## src/rtl/core/wsc_pkg.sv

```systemverilog
`timescale 1ns / 1ps
// Shared types and constants of the waypoint steering controller.
// No dependencies; imported by every module of the block.
package wsc_pkg;

	localparam int FULL_TURN     = 36000;
	localparam int TURN_WRAP_OFS = 72000;
	localparam int HALF_TURN_Q16 = 11796480;
	localparam int MIN_TURN      = 100;
	localparam int TURN_SPAN     = 200;
	localparam int TURN_WHEEL    = 45;
	localparam int SQRT_STEPS    = 32;
	localparam int ATAN_ENTRIES  = 24;

	localparam int DIST_BITS  = 24;
	localparam int SPEED_BITS = 11;
	localparam int WHEEL_BITS = 7;
	localparam int YAW_BITS   = 16;
	localparam int COUNT_BITS = 20;
	localparam int CFG_BITS   = 20;
	localparam int CFG_IDX_BITS = 3;

	localparam logic signed [SPEED_BITS-1:0] BACK_SPEED = -11'sd100;
	localparam logic [23:0] RECIP3 = 24'hAAAAAB;

	typedef enum logic [CFG_IDX_BITS-1:0] {
		REG_YAW_TOL   = 3'd0,
		REG_HEAD_OFS  = 3'd1,
		REG_ARRIVAL   = 3'd2,
		REG_TIMEOUT   = 3'd3,
		REG_MAX_SPEED = 3'd4
	} cfg_reg_t;

	typedef enum logic [1:0] {
		MODE_TURN    = 2'd0,
		MODE_FORWARD = 2'd1,
		MODE_REVERSE = 2'd2,
		MODE_STOP    = 2'd3
	} mode_t;

	typedef struct packed {
		logic load;
		logic diff;
		logic square;
		logic kick;
		logic post;
		logic head;
		logic decide;
		logic emit;
	} wsc_cmd_t;

	typedef struct packed {
		logic busy;
		logic out_free;
	} wsc_sts_t;

	// atan(2^-i) in 1/65536 degree
	function automatic logic [21:0] atan_q16(input logic [4:0] idx);
		logic [21:0] v;
		unique case (idx)
			5'd0:  v = 22'd2949120;
			5'd1:  v = 22'd1740967;
			5'd2:  v = 22'd919879;
			5'd3:  v = 22'd466945;
			5'd4:  v = 22'd234379;
			5'd5:  v = 22'd117304;
			5'd6:  v = 22'd58666;
			5'd7:  v = 22'd29335;
			5'd8:  v = 22'd14668;
			5'd9:  v = 22'd7334;
			5'd10: v = 22'd3667;
			5'd11: v = 22'd1833;
			5'd12: v = 22'd917;
			5'd13: v = 22'd458;
			5'd14: v = 22'd229;
			5'd15: v = 22'd115;
			5'd16: v = 22'd57;
			5'd17: v = 22'd29;
			5'd18: v = 22'd14;
			5'd19: v = 22'd7;
			5'd20: v = 22'd4;
			5'd21: v = 22'd2;
			5'd22: v = 22'd1;
			default: v = 22'd0;
		endcase
		return v;
	endfunction

endpackage

```

## src/rtl/core/wsc_ctrl.sv

```systemverilog
`timescale 1ns / 1ps
// Tick sequencer: walks one input beat through the datapath steps.
// Depends on wsc_pkg (command and status structs).
module wsc_ctrl import wsc_pkg::*; (
	input  logic      clk,
	input  logic      arst_n,
	input  logic      in_valid,
	output logic      in_stall,
	output wsc_cmd_t  cmd,
	input  wsc_sts_t  sts
);

	typedef enum logic [8:0] {
		S_IDLE   = 9'b000000001,
		S_DIFF   = 9'b000000010,
		S_SQR    = 9'b000000100,
		S_KICK   = 9'b000001000,
		S_ITER   = 9'b000010000,
		S_POST   = 9'b000100000,
		S_HEAD   = 9'b001000000,
		S_DECIDE = 9'b010000000,
		S_EMIT   = 9'b100000000
	} state_t;

	state_t state_q;
	state_t state_d;

	always_comb begin
		state_d = state_q;
		unique case (state_q)
			S_IDLE:   if (in_valid) state_d = S_DIFF;
			S_DIFF:   state_d = S_SQR;
			S_SQR:    state_d = S_KICK;
			S_KICK:   state_d = S_ITER;
			S_ITER:   if (!sts.busy) state_d = S_POST;
			S_POST:   state_d = S_HEAD;
			S_HEAD:   state_d = S_DECIDE;
			S_DECIDE: state_d = S_EMIT;
			S_EMIT:   if (sts.out_free) state_d = S_IDLE;
			default:  state_d = S_IDLE;
		endcase
	end

	always_ff @(posedge clk or negedge arst_n) begin
		if (!arst_n) begin
			state_q <= S_IDLE;
		end else begin
			state_q <= state_d;
		end
	end

	assign in_stall   = (state_q != S_IDLE);
	assign cmd.load   = (state_q == S_IDLE) && in_valid;
	assign cmd.diff   = (state_q == S_DIFF);
	assign cmd.square = (state_q == S_SQR);
	assign cmd.kick   = (state_q == S_KICK);
	assign cmd.post   = (state_q == S_POST);
	assign cmd.head   = (state_q == S_HEAD);
	assign cmd.decide = (state_q == S_DECIDE);
	assign cmd.emit   = (state_q == S_EMIT) && sts.out_free;

endmodule

```

## config.mk

```make
export PLATFORM = sky130hd
export DESIGN_NAME = wsc_ctrl
export DESIGN_NICKNAME = d
export VERILOG_FILES = /design/src/rtl/core/wsc_pkg.sv /design/src/rtl/core/wsc_ctrl.sv
export SDC_FILE = /design/constraint.sdc
export NUM_CORES = 1
export LEC_CHECK = 0
export BUFFER_PORTS_ARGS = -buffer_cell sky130_fd_sc_hd__clkbuf_2
export CAP_MARGIN = 0
export CORE_AREA = 8 8 45 47
export CTS_BUF_LIST = sky130_fd_sc_hd__clkbuf_8
export DETAILED_ROUTE_END_ITERATION = 16
export DIE_AREA = 0 0 53 55
export PLACE_DENSITY = 0.64
export SLEW_MARGIN = 5
export SYNTH_ARGS = -nofsm -noshare
export SYNTH_HDL_FRONTEND = slang
export SYNTH_SLANG_ARGS = --single-unit
```

## constraint.sdc

```tcl
create_clock -name clk -period 2.2 [get_ports clk]
set_clock_uncertainty 0.2 [all_clocks]
set_input_delay 0.44 -clock clk [delete_from_list [all_inputs] [get_ports clk]]
set_output_delay 0.44 -clock clk [all_outputs]
set_load 0.05 [all_outputs]
```

### After elaboration in Yosys (flattened, before gate mapping)

Index checks and enable logic that the tools add are counted.

| storage, ports and cells | value |
|---|---|
| word-level logic and storage cells | 21 |
| input bits | 5 |
| bits in registers | 9 |
| output and inout port bits | 9 |

| operators by class | value |
|---|---|
| equality and inequality tests | 13 |
| reductions and logical operators | 3 |
| multiplexer cells | 4 |

Operators by type and width:

| kind | count |
|---|---|
| 9-bit case mux with 9 select lines | 1 |
| 9-bit 2-to-1 mux | 3 |
| 9-bit by 1-bit equality test with 1-bit output, second input constant | 1 |
| 9-bit by 2-bit equality test with 1-bit output, second input constant | 1 |
| 9-bit by 3-bit equality test with 1-bit output, second input constant | 1 |
| 9-bit by 4-bit equality test with 1-bit output, second input constant | 1 |
| 9-bit by 5-bit equality test with 1-bit output, second input constant | 1 |
| 9-bit by 6-bit equality test with 1-bit output, second input constant | 1 |
| 9-bit by 7-bit equality test with 1-bit output, second input constant | 1 |
| 9-bit by 8-bit equality test with 1-bit output, second input constant | 1 |
| 9-bit equality test, second input constant | 1 |
| 9-bit by 1-bit inequality test with 1-bit output, second input constant | 1 |
| 2-bit inequality test, second input constant | 3 |
| 3-bit AND reduction | 1 |
| 1-bit logical AND | 2 |

### Depth between registers and ports, before layout

Gate-level depths: netlist (run 1).

| depth | value |
|---|---|
| depth in word-level cells | 3 |
| gate-level depth with buffers | 5 |
| mapped depth without buffers | 4 |

### Least setup slack after synthesis (run 1)

OpenSTA, ideal clock, no wires.

| timing | value |
|---|---|
| path kind | register to output |
| start point | register state_q[6] |
| end point | output cmd[5] in the netlist's numbering |
| arrival | 2.521 ns |
| required time | 1.560 ns |
| buffers on the path | 1 |
| slack | -0.961 ns |
| cell stages (with the launch flop) | 5 |
| path through | dfrtp_1 -> buf_6 -> nor3_4 -> nand2_2 -> nor4b_1 |

RTL lines:

| what | line | text |
|---|---|---|
| from (decl) | wsc_ctrl.sv:25 | `state_t state_q;` |
| from (signal assigned) | wsc_ctrl.sv:48 | `state_q <= state_d;` |
| to (decl) | wsc_ctrl.sv:9 | `output wsc_cmd_t cmd,` |

==> results of run 1 <==
==> report_power, final <==
group          internal (mW)  leakage, nW  switching, mW
Sequential             0.196        0.119         0.0323
Clock                  0.122       0.0269         0.0693
Combinational          0.267        0.261          0.306
==> worst paths after layout <==
| path | cells after the start | slack (ps) | start | to |
|---|---|---|---|---|
| setup reg to reg | 5 | 400 | state_q[7]$_DFFE_PN0P_ | state_q[0]$_DFFE_PN1P_ |
| hold / removal | 2 | 170 | sts[1] | state_q[5]$_DFFE_PN0P_ |
| setup / recovery | 5 | -150 | state_q[7]$_DFFE_PN0P_ | cmd[7] |
| min in group asynchronous | 2 | 410 | arst_n | state_q[3]$_DFFE_PN0P_ |
| hold reg to reg | 2 | 490 | state_q[6]$_DFFE_PN0P_ | state_q[8]$_DFFE_PN0P_ |
| max in group asynchronous | 2 | 1140 | arst_n | state_q[0]$_DFFE_PN1P_ |
==> routing by layer <==
metal	GRT usage (%)	wire [um]	vias up
li1	-	-	284
met1	13.4	662	278
met2	20.7	766	9
met3	4.28	68	4
met4	6.47	21	0
met5	0	0	-
==> cells in the mapped netlist, types with 2 or more instances <==
cell / n / area (um^2)
nand2b_1: 2 / 12.5
nand2_1: 4 / 15.0
nand3b_1: 2 / 15.0
nor3b_1: 2 / 15.0
o21ai_0: 3 / 15.0
and4_2: 2 / 20.0
nor2_1: 9 / 33.8
dfrtp_1: 8 / 200
inv_1: 2 / 7.51
nor3_1: 4 / 20.0
nor4b_1: 5 / 43.8
==> worst reg2reg max path: stages, from the launching register on <==
cell and delay (ps):
dfrtp_2 420, nor3_4 210, nand2_2 70, or4b_4 520, buf_4 160, o221ai_2 140
==> stage by stage <==
step                TNS [ps]  instance area (um^2)  util [%]  cells  setup slack (ps)
finish                  -334                   947      68.4    107              -152
global route            -565                   947      68.4    107              -204
detailed placement         0                   776      56.1     98              34.0
global placement           0                   776      56.1     98              22.1
floorplan               -907                   601         -     59              -264
CTS                     -347                   910      65.7    106              -159
==> final cells by class <==
class	count	area, um^2
fillers	110	437
flip-flops and latches	9	228
clock buffers	3	41.3
multi-input cells	46	379
repair buffers	30	268
inverters	2	7.51
clock inverters	1	3.75
well taps	16	20.0
==> cell families (layout without fill, tap and decap cells) <==
logic type,count (synthesis),after routing,synth area share [%]
buf+inv,4,36,4.04
flops,9,9,40.7
compound gates,9,9,12.1
xor+xnor,1,1,1.57
simple gates,36,36,41.6
==> what timing repair did <==
action	4_1_cts	5_1_grt
endpoints found under the hold margin	8	0
hold buffers	1	0
setup endpoints to repair	9	9
cloned	0	0
gates resized for setup	14	8
setup buffers	3	2
pin swaps	1	4
==> impl_metrics.toml, run 1 <==
[global_routing]
grt_pass1_wl_um = 2610
grt_pass1_vias = 616
antenna_found_initial = 0
grt-ovfl-total = 0
track_usage_pct = 12.3
grt_max_degree = 10

[logic_synthesis]
ys_warn_count = 0
synth.avg_cell_area_um2 = 9.44
syn-num-nets = 64
netlist_instances = 59
synthFlopType = "dfrtp_1"
async_flop_share_pct = 100
synth_cell_type_count = 27
seq_area_frac_synth_pct = 40.7
synth-edff-count = 0
ys_ff_latch = 9
synth_area_um2 = 557

[critical_path]
cp_top_family = "simple AND/OR/NAND/NOR gates"
path_cells = "nor3_4 -> nand2_2 -> or4b_4 -> nor2_4 -> buf_12"
required_ps = 1560
cpPeakStageDelay_ps = 520
criticalPathCategory = "reg -> out"
cp_slowest_cell = "or4b_4"
crit_fanout = 3
path_buf_inv = 1
endpoint_kind = "primary output"
worstSetupStartpointType = "flop"
cp.arrival_ps = 1710

[detailed_routing]
vias = 575
drt_iter0_drc = 3
wl_per_cell_um = 14.2
dr.pass1.iters = 2
final_antenna_net_count = 0
drt_wl_total_um = 1520
drc_errors = 0
avgViaCountPerCell = 5.37

[cts]
clkTransAtPathRegs_ps = 50
cts_max_level = 1
cts_sinks = 9
cts_buffers = 3
clock_latency_ps = 230
cts_tree = "yes"
clockRootBuffer = "clkbuf_8"
clockBufferDepth = 2

[sta]
hold_violations = 0
rsz0062_at_grt = "true"
fin_ws_ps = -152
finalCritPeriodShare_pct = 107
hold_ws_ps = 173
max_freq_mhz = 425
worst_slew_pin_slew_ps = 353
period_needed_ps = 2350
finalSetupViolCount = 4
slew_headroom_pct = 75.8
slew_violations = 0

[final_layout]
n_antenna_cell = 0
syn2layout_area_growth_pct = 70.1
drive_above_1_share_pct = 56.0
nets = 97
largest_reg_flops = 9
final_common_cell = "buf_4"
final_cell_mix = "buf_4, dfrtp_1, nor2_1"
reg_top3 = "state_q: 9 flops"
regMostFlops = "state_q"

[status]
status = "finished, violations left"
violations = "setup timing"

[floorplan]
coreArea_um2 = 1380
start_util_pct = 40.2
die_w_um = 53
dieArea_um2 = 2920
io_pins = 14
rows = 14
fp.dieH_um = 55

[power_and_ir_drop]
total_power_mw = 0.992
peakVddDrop_mv = 0.822
powerDensity_nw_per_um2 = 1050
leakage_nw = 0.407

[placement]
routabilityCongestion = 0.809
hpwl_um = 1070
port-buffer-count = 13

[run]
maxCapViolCount = 0

[hold_path]
min_path_type = "in -> reg"
No activity file was read; power rests on OpenSTA's default activity.
==> run 2, diff against run 1 <==
--- a/config.mk
+++ b/config.mk
@@ -12,6 +12,7 @@
 export DETAILED_ROUTE_END_ITERATION = 16
 export DIE_AREA = 0 0 53 55
 export PLACE_DENSITY = 0.64
+export REMOVE_ABC_BUFFERS = 1
 export SLEW_MARGIN = 5
 export SYNTH_ARGS = -nofsm -noshare
 export SYNTH_HDL_FRONTEND = slang
==> impl_metrics.toml, run 2 (same netlist as run 1, synthesis figures left out) <==
[cts]
clkTransAtPathRegs_ps = 40
clock_latency_ps = 230
cts_tree = "yes"
cts_max_level = 1
clockRootBuffer = "clkbuf_8"
clockBufferDepth = 2
cts_sinks = 9
cts_buffers = 3

[final_layout]
fillers = 123
final_common_cell = "buf_4"
finish.instance_area_um2 = 878
drive_above_1_share_pct = 51.1
final_cell_mix = "buf_4, nor2_1, dfrtp_1"
n_antenna_cell = 0
regMostFlops = "state_q"
nets = 94
largest_reg_flops = 9
reg_top3 = "state_q: 9 flops"
syn2layout_area_growth_pct = 57.8

[detailed_routing]
dr.pass1.iters = 4
vias = 541
met3_length_um = 115
drt_iter0_drc = 4
final_antenna_net_count = 0
wl_per_cell_um = 13.2
top_layer = "met4"
drt-met1-wl_um = 580
drc_errors = 0
met2_wirelength_um = 670
avgViaCountPerCell = 5.20
drt_wl_total_um = 1380

[power_and_ir_drop]
leakage_nw = 0.384
peakVddDrop_mv = 0.658
intPower_mw = 0.515
switching_power_mw = 0.357
combPwrFrac_pct = 50.1
p_sw_share_pct = 41.0
powerDensity_nw_per_um2 = 993
total_power_mw = 0.872
seqPwrFrac_pct = 29.1
p_clk_share_pct = 20.9

[floorplan]
start_util_pct = 40.2
io_pins = 14
coreArea_um2 = 1380
rows = 14
dieArea_um2 = 2920
die_w_um = 53
fp.dieH_um = 55

[sta]
fin_ws_ps = -170
slew_violations = 0
slew_headroom_pct = 76.1
hold_violations = 0
period_needed_ps = 2370
worst_slew_pin_slew_ps = 349
rsz0062_at_grt = "true"
finalCritPeriodShare_pct = 108
finalSetupViolCount = 4
max_freq_mhz = 422

[global_routing]
antenna_found_initial = 0
grt_pass1_vias = 510
grt_max_degree = 10
grt-ovfl-total = 0
grt_pass1_wl_um = 2110
track_usage_pct = 9.99

[critical_path]
required_ps = 1560
criticalPathCategory = "reg -> out"
worstSetupStartpointType = "flop"
cp_slowest_cell = "or4b_4"
cp.arrival_ps = 1730
reg2reg_from = "state_q[5]$_DFFE_PN0P_"
cpPeakStageDelay_ps = 520
setup.worst_path.start = "state_q[5]$_DFFE_PN0P_"
path_cells = "nor3_4 -> nand2_2 -> or4b_4 -> nor2_4 -> buf_12"
crit_fanout = 3
endpoint_kind = "primary output"

[hold_path]
min_path_type = "in -> reg"
min_from = "sts[1]"

[status]
status = "finished, violations left"
violations = "setup timing"

[placement]
routabilityCongestion = 0.791
port-buffer-count = 13
place_area_um2 = 724
hpwl_um = 971

[run]
maxCapViolCount = 0
## run 2: through the flow
step | utilization [%] | cells | worst slack (ps) | hold slack (ps) | TNS, ps
floorplan | - | 57 | -949 | -55.6 | -3440
global placement | 52.4 | 97 | -10.3 | 99.6 | -10.3
detailed placement | 52.4 | 97 | -55.5 | 104 | -55.5
CTS | 60.1 | 103 | -157 | 174 | -666
global route | 63.5 | 104 | -232 | 183 | -1040
finish | 63.5 | 104 | -170 | 179 | -536
## run 2: what timing repair did
item / in CTS / in global routing
hold buffers: 1 / 0
setup buffers: 1 / 2
setup endpoints to repair: 9 / 9
pin swaps: 1 / 5
endpoints found under the hold margin: 8 / 0
gates resized for setup: 13 / 13
## run 2: path summary, 6_finish.rpt
kind                                           to  depth (start not counted)  slack [ps]
max in group asynchronous  state_q[0]$_DFFE_PN1P_                          2        1150
hold reg to reg            state_q[3]$_DFFE_PN0P_                          1         370
setup reg to reg           state_q[0]$_DFFE_PN1P_                          5         390
setup / recovery                           cmd[7]                          5        -170
hold / removal             state_q[5]$_DFFE_PN0P_                          2         180
min in group asynchronous  state_q[8]$_DFFE_PN0P_                          2         400
## run 2: critical path, delay by kind of cell, from the launching register on
family / cells / cell delay, ps
AND/OR/NAND/NOR: 4 / 970
flip-flops: 1 / 400
buffers and inverters: 1 / 140
## run 2: power groups by stage
stage | sequential (mW) | clock, mW | combinational [mW]
floorplan | 0.230 | 0 | 0.257
global placement | 0.239 | 0 | 0.377
detailed placement | 0.240 | 0 | 0.381
CTS | 0.241 | 0.188 | 0.407
global route | 0.261 | 0.198 | 0.466
finish | 0.253 | 0.182 | 0.437
## run 2: layout make-up
class	count	area (um^2)	share of cell area, %
Clock buffer	3	41.3	4.70
Clock inverter	1	3.75	0.427
Inverter	2	7.51	0.855
Multi-Input combinational cell	46	357	40.6
Sequential cell	9	228	25.9
Tap cell	16	20.0	2.28
Timing Repair Buffer	27	221	25.2
## run 2: routing by layer
| metal | global-route usage [%] | vias up |
|---|---|---|
| met5 | 0 | - |
| met4 | 3.88 | 0 |
| met3 | 5.88 | 2 |
| met2 | 15.2 | 13 |
| met1 | 11.3 | 247 |
| li1 | - | 279 |
==> run 3, diff against run 2 <==
--- a/config.mk
+++ b/config.mk
@@ -7,11 +7,11 @@
 export LEC_CHECK = 0
 export BUFFER_PORTS_ARGS = -buffer_cell sky130_fd_sc_hd__clkbuf_2
 export CAP_MARGIN = 0
-export CORE_AREA = 8 8 45 47
+export CORE_MARGIN = 8
+export CORE_UTILIZATION = 40
 export CTS_BUF_LIST = sky130_fd_sc_hd__clkbuf_8
 export DETAILED_ROUTE_END_ITERATION = 16
-export DIE_AREA = 0 0 53 55
-export PLACE_DENSITY = 0.64
+export PLACE_DENSITY = 0.62
 export REMOVE_ABC_BUFFERS = 1
 export SLEW_MARGIN = 5
 export SYNTH_ARGS = -nofsm -noshare
==> impl_metrics.toml, run 3 (same netlist as run 1, synthesis figures left out) <==
[cts]
cts_sinks = 9
clockRootBuffer = "clkbuf_8"
cts_tree = "yes"
clockBufferDepth = 2
cts_max_level = 1
clock_latency_ps = 230
clkTransAtPathRegs_ps = 40
cts_buffers = 3

[final_layout]
largest_reg_flops = 9
final_cell_mix = "buf_4, nor2_1, dfrtp_1"
syn2layout_area_growth_pct = 52.6
reg_top3 = "state_q: 9 flops"
nets = 93
regMostFlops = "state_q"
n_antenna_cell = 0
final_common_cell = "buf_4"
drive_above_1_share_pct = 49.4

[status]
violations = "setup timing"
status = "finished, violations left"

[detailed_routing]
wl_per_cell_um = 13.8
top_layer = "met3"
vias = 541
drt-met1-wl_um = 603
met3_length_um = 108
drt_iter0_drc = 10
avgViaCountPerCell = 5.30
drt_wl_total_um = 1410
met2_wirelength_um = 697
drc_errors = 0
final_antenna_net_count = 0
dr.pass1.iters = 4

[critical_path]
cp_top_family = "simple AND/OR/NAND/NOR gates"
cp_slowest_cell = "or4b_4"
required_ps = 1560
worstSetupStartpointType = "flop"
criticalPathCategory = "reg -> out"
path_buf_inv = 1
cpPeakStageDelay_ps = 520
endpoint_kind = "primary output"
path_cells = "nor3_4 -> nand2_2 -> or4b_4 -> nor2_4 -> buf_12"
crit_fanout = 3
cp.arrival_ps = 1730

[placement]
hpwl_um = 1020
routabilityCongestion = 0.795
port-buffer-count = 13

[sta]
hold_ws_ps = 192
slew_headroom_pct = 75.7
slew_violations = 0
fin_ws_ps = -170
finalSetupTns_ps = -560
worst_slew_pin_slew_ps = 355
finalSetupViolCount = 7
max_freq_mhz = 422
finalCritPeriodShare_pct = 108
period_needed_ps = 2370
hold_violations = 0
rsz0062_at_grt = "true"

[floorplan]
start_util_pct = 42.8
io_pins = 14
die_w_um = 53.3
rows = 13
fp.dieH_um = 53.3
dieArea_um2 = 2840
coreArea_um2 = 1300

[global_routing]
antenna_found_initial = 0
grt-ovfl-total = 0
grt_pass1_wl_um = 2430
grt_max_degree = 10
grt_pass1_vias = 540
track_usage_pct = 11.6

[hold_path]
min_path_type = "in -> reg"

[run]
maxCapViolCount = 0

[power_and_ir_drop]
peakVddDrop_mv = 0.973
leakage_nw = 0.373
powerDensity_nw_per_um2 = 1000
==> run 3: area by class of cell <==
| class | count | area (um^2) |
|---|---|---|
| sequential | 9 | 226 |
| clock inverter | 1 | 3.75 |
| clock buffer | 3 | 41.3 |
| tap | 15 | 18.8 |
| inverter | 2 | 7.51 |
| multi-input combinational | 46 | 345 |
| fill | 112 | 452 |
| timing repair buffer | 26 | 206 |
==> run 3: path summary, 6_finish.rpt <==
path,from,cells past startpoint,slack [ps],endpoint
worst max-delay path,state_q[7]$_DFFE_PN0P_,5,-170,cmd[7]
worst min-delay path,sts[1],2,190,state_q[5]$_DFFE_PN0P_
worst max register to register,state_q[7]$_DFFE_PN0P_,5,380,state_q[0]$_DFFE_PN1P_
worst min register to register,state_q[2]$_DFFE_PN0P_,1,430,state_q[2]$_DFFE_PN0P_
max in group asynchronous,arst_n,2,1140,state_q[0]$_DFFE_PN1P_
min in group asynchronous,arst_n,2,400,state_q[8]$_DFFE_PN0P_
==> run 3: timing repair <==
item / in CTS / in global routing
hold buffers: 1 / 0
pin swaps: 1 / 1
buffers inserted: 1 / 0
endpoints found under the hold margin: 8 / 0
gates resized for setup: 13 / 6
setup endpoints to repair: 9 / 9
==> run 3: per-layer routing <==
metal	vias to the layer above	GRT usage, %
li1	276	-
met1	249	13.7
met2	16	19.3
met3	0	5.32
met4	0	1.26
met5	-	0
==> run 3: per-stage QoR <==
step | util [%] | setup slack, ps | area [um^2] | cells | total power [mW]
after global placement | 55.6 | -10.3 | 723 | 96 | 0.617
after global routing | 65.3 | -232 | 850 | 102 | 0.908
final | 65.3 | -170 | 850 | 102 | 0.854
after CTS | 63.8 | -172 | 831 | 102 | 0.839
after detailed placement | 55.6 | -32.4 | 723 | 96 | 0.624
after floorplan | - | -949 | 542 | 57 | 0.487
==> run 3: power breakdown <==
part / total [mW] / switching [mW] / internal (mW)
Combinational: 0.423 / 0.238 / 0.185
Clock: 0.178 / 0.0569 / 0.121
Sequential: 0.252 / 0.0556 / 0.197
Total: 0.854 / 0.351 / 0.503
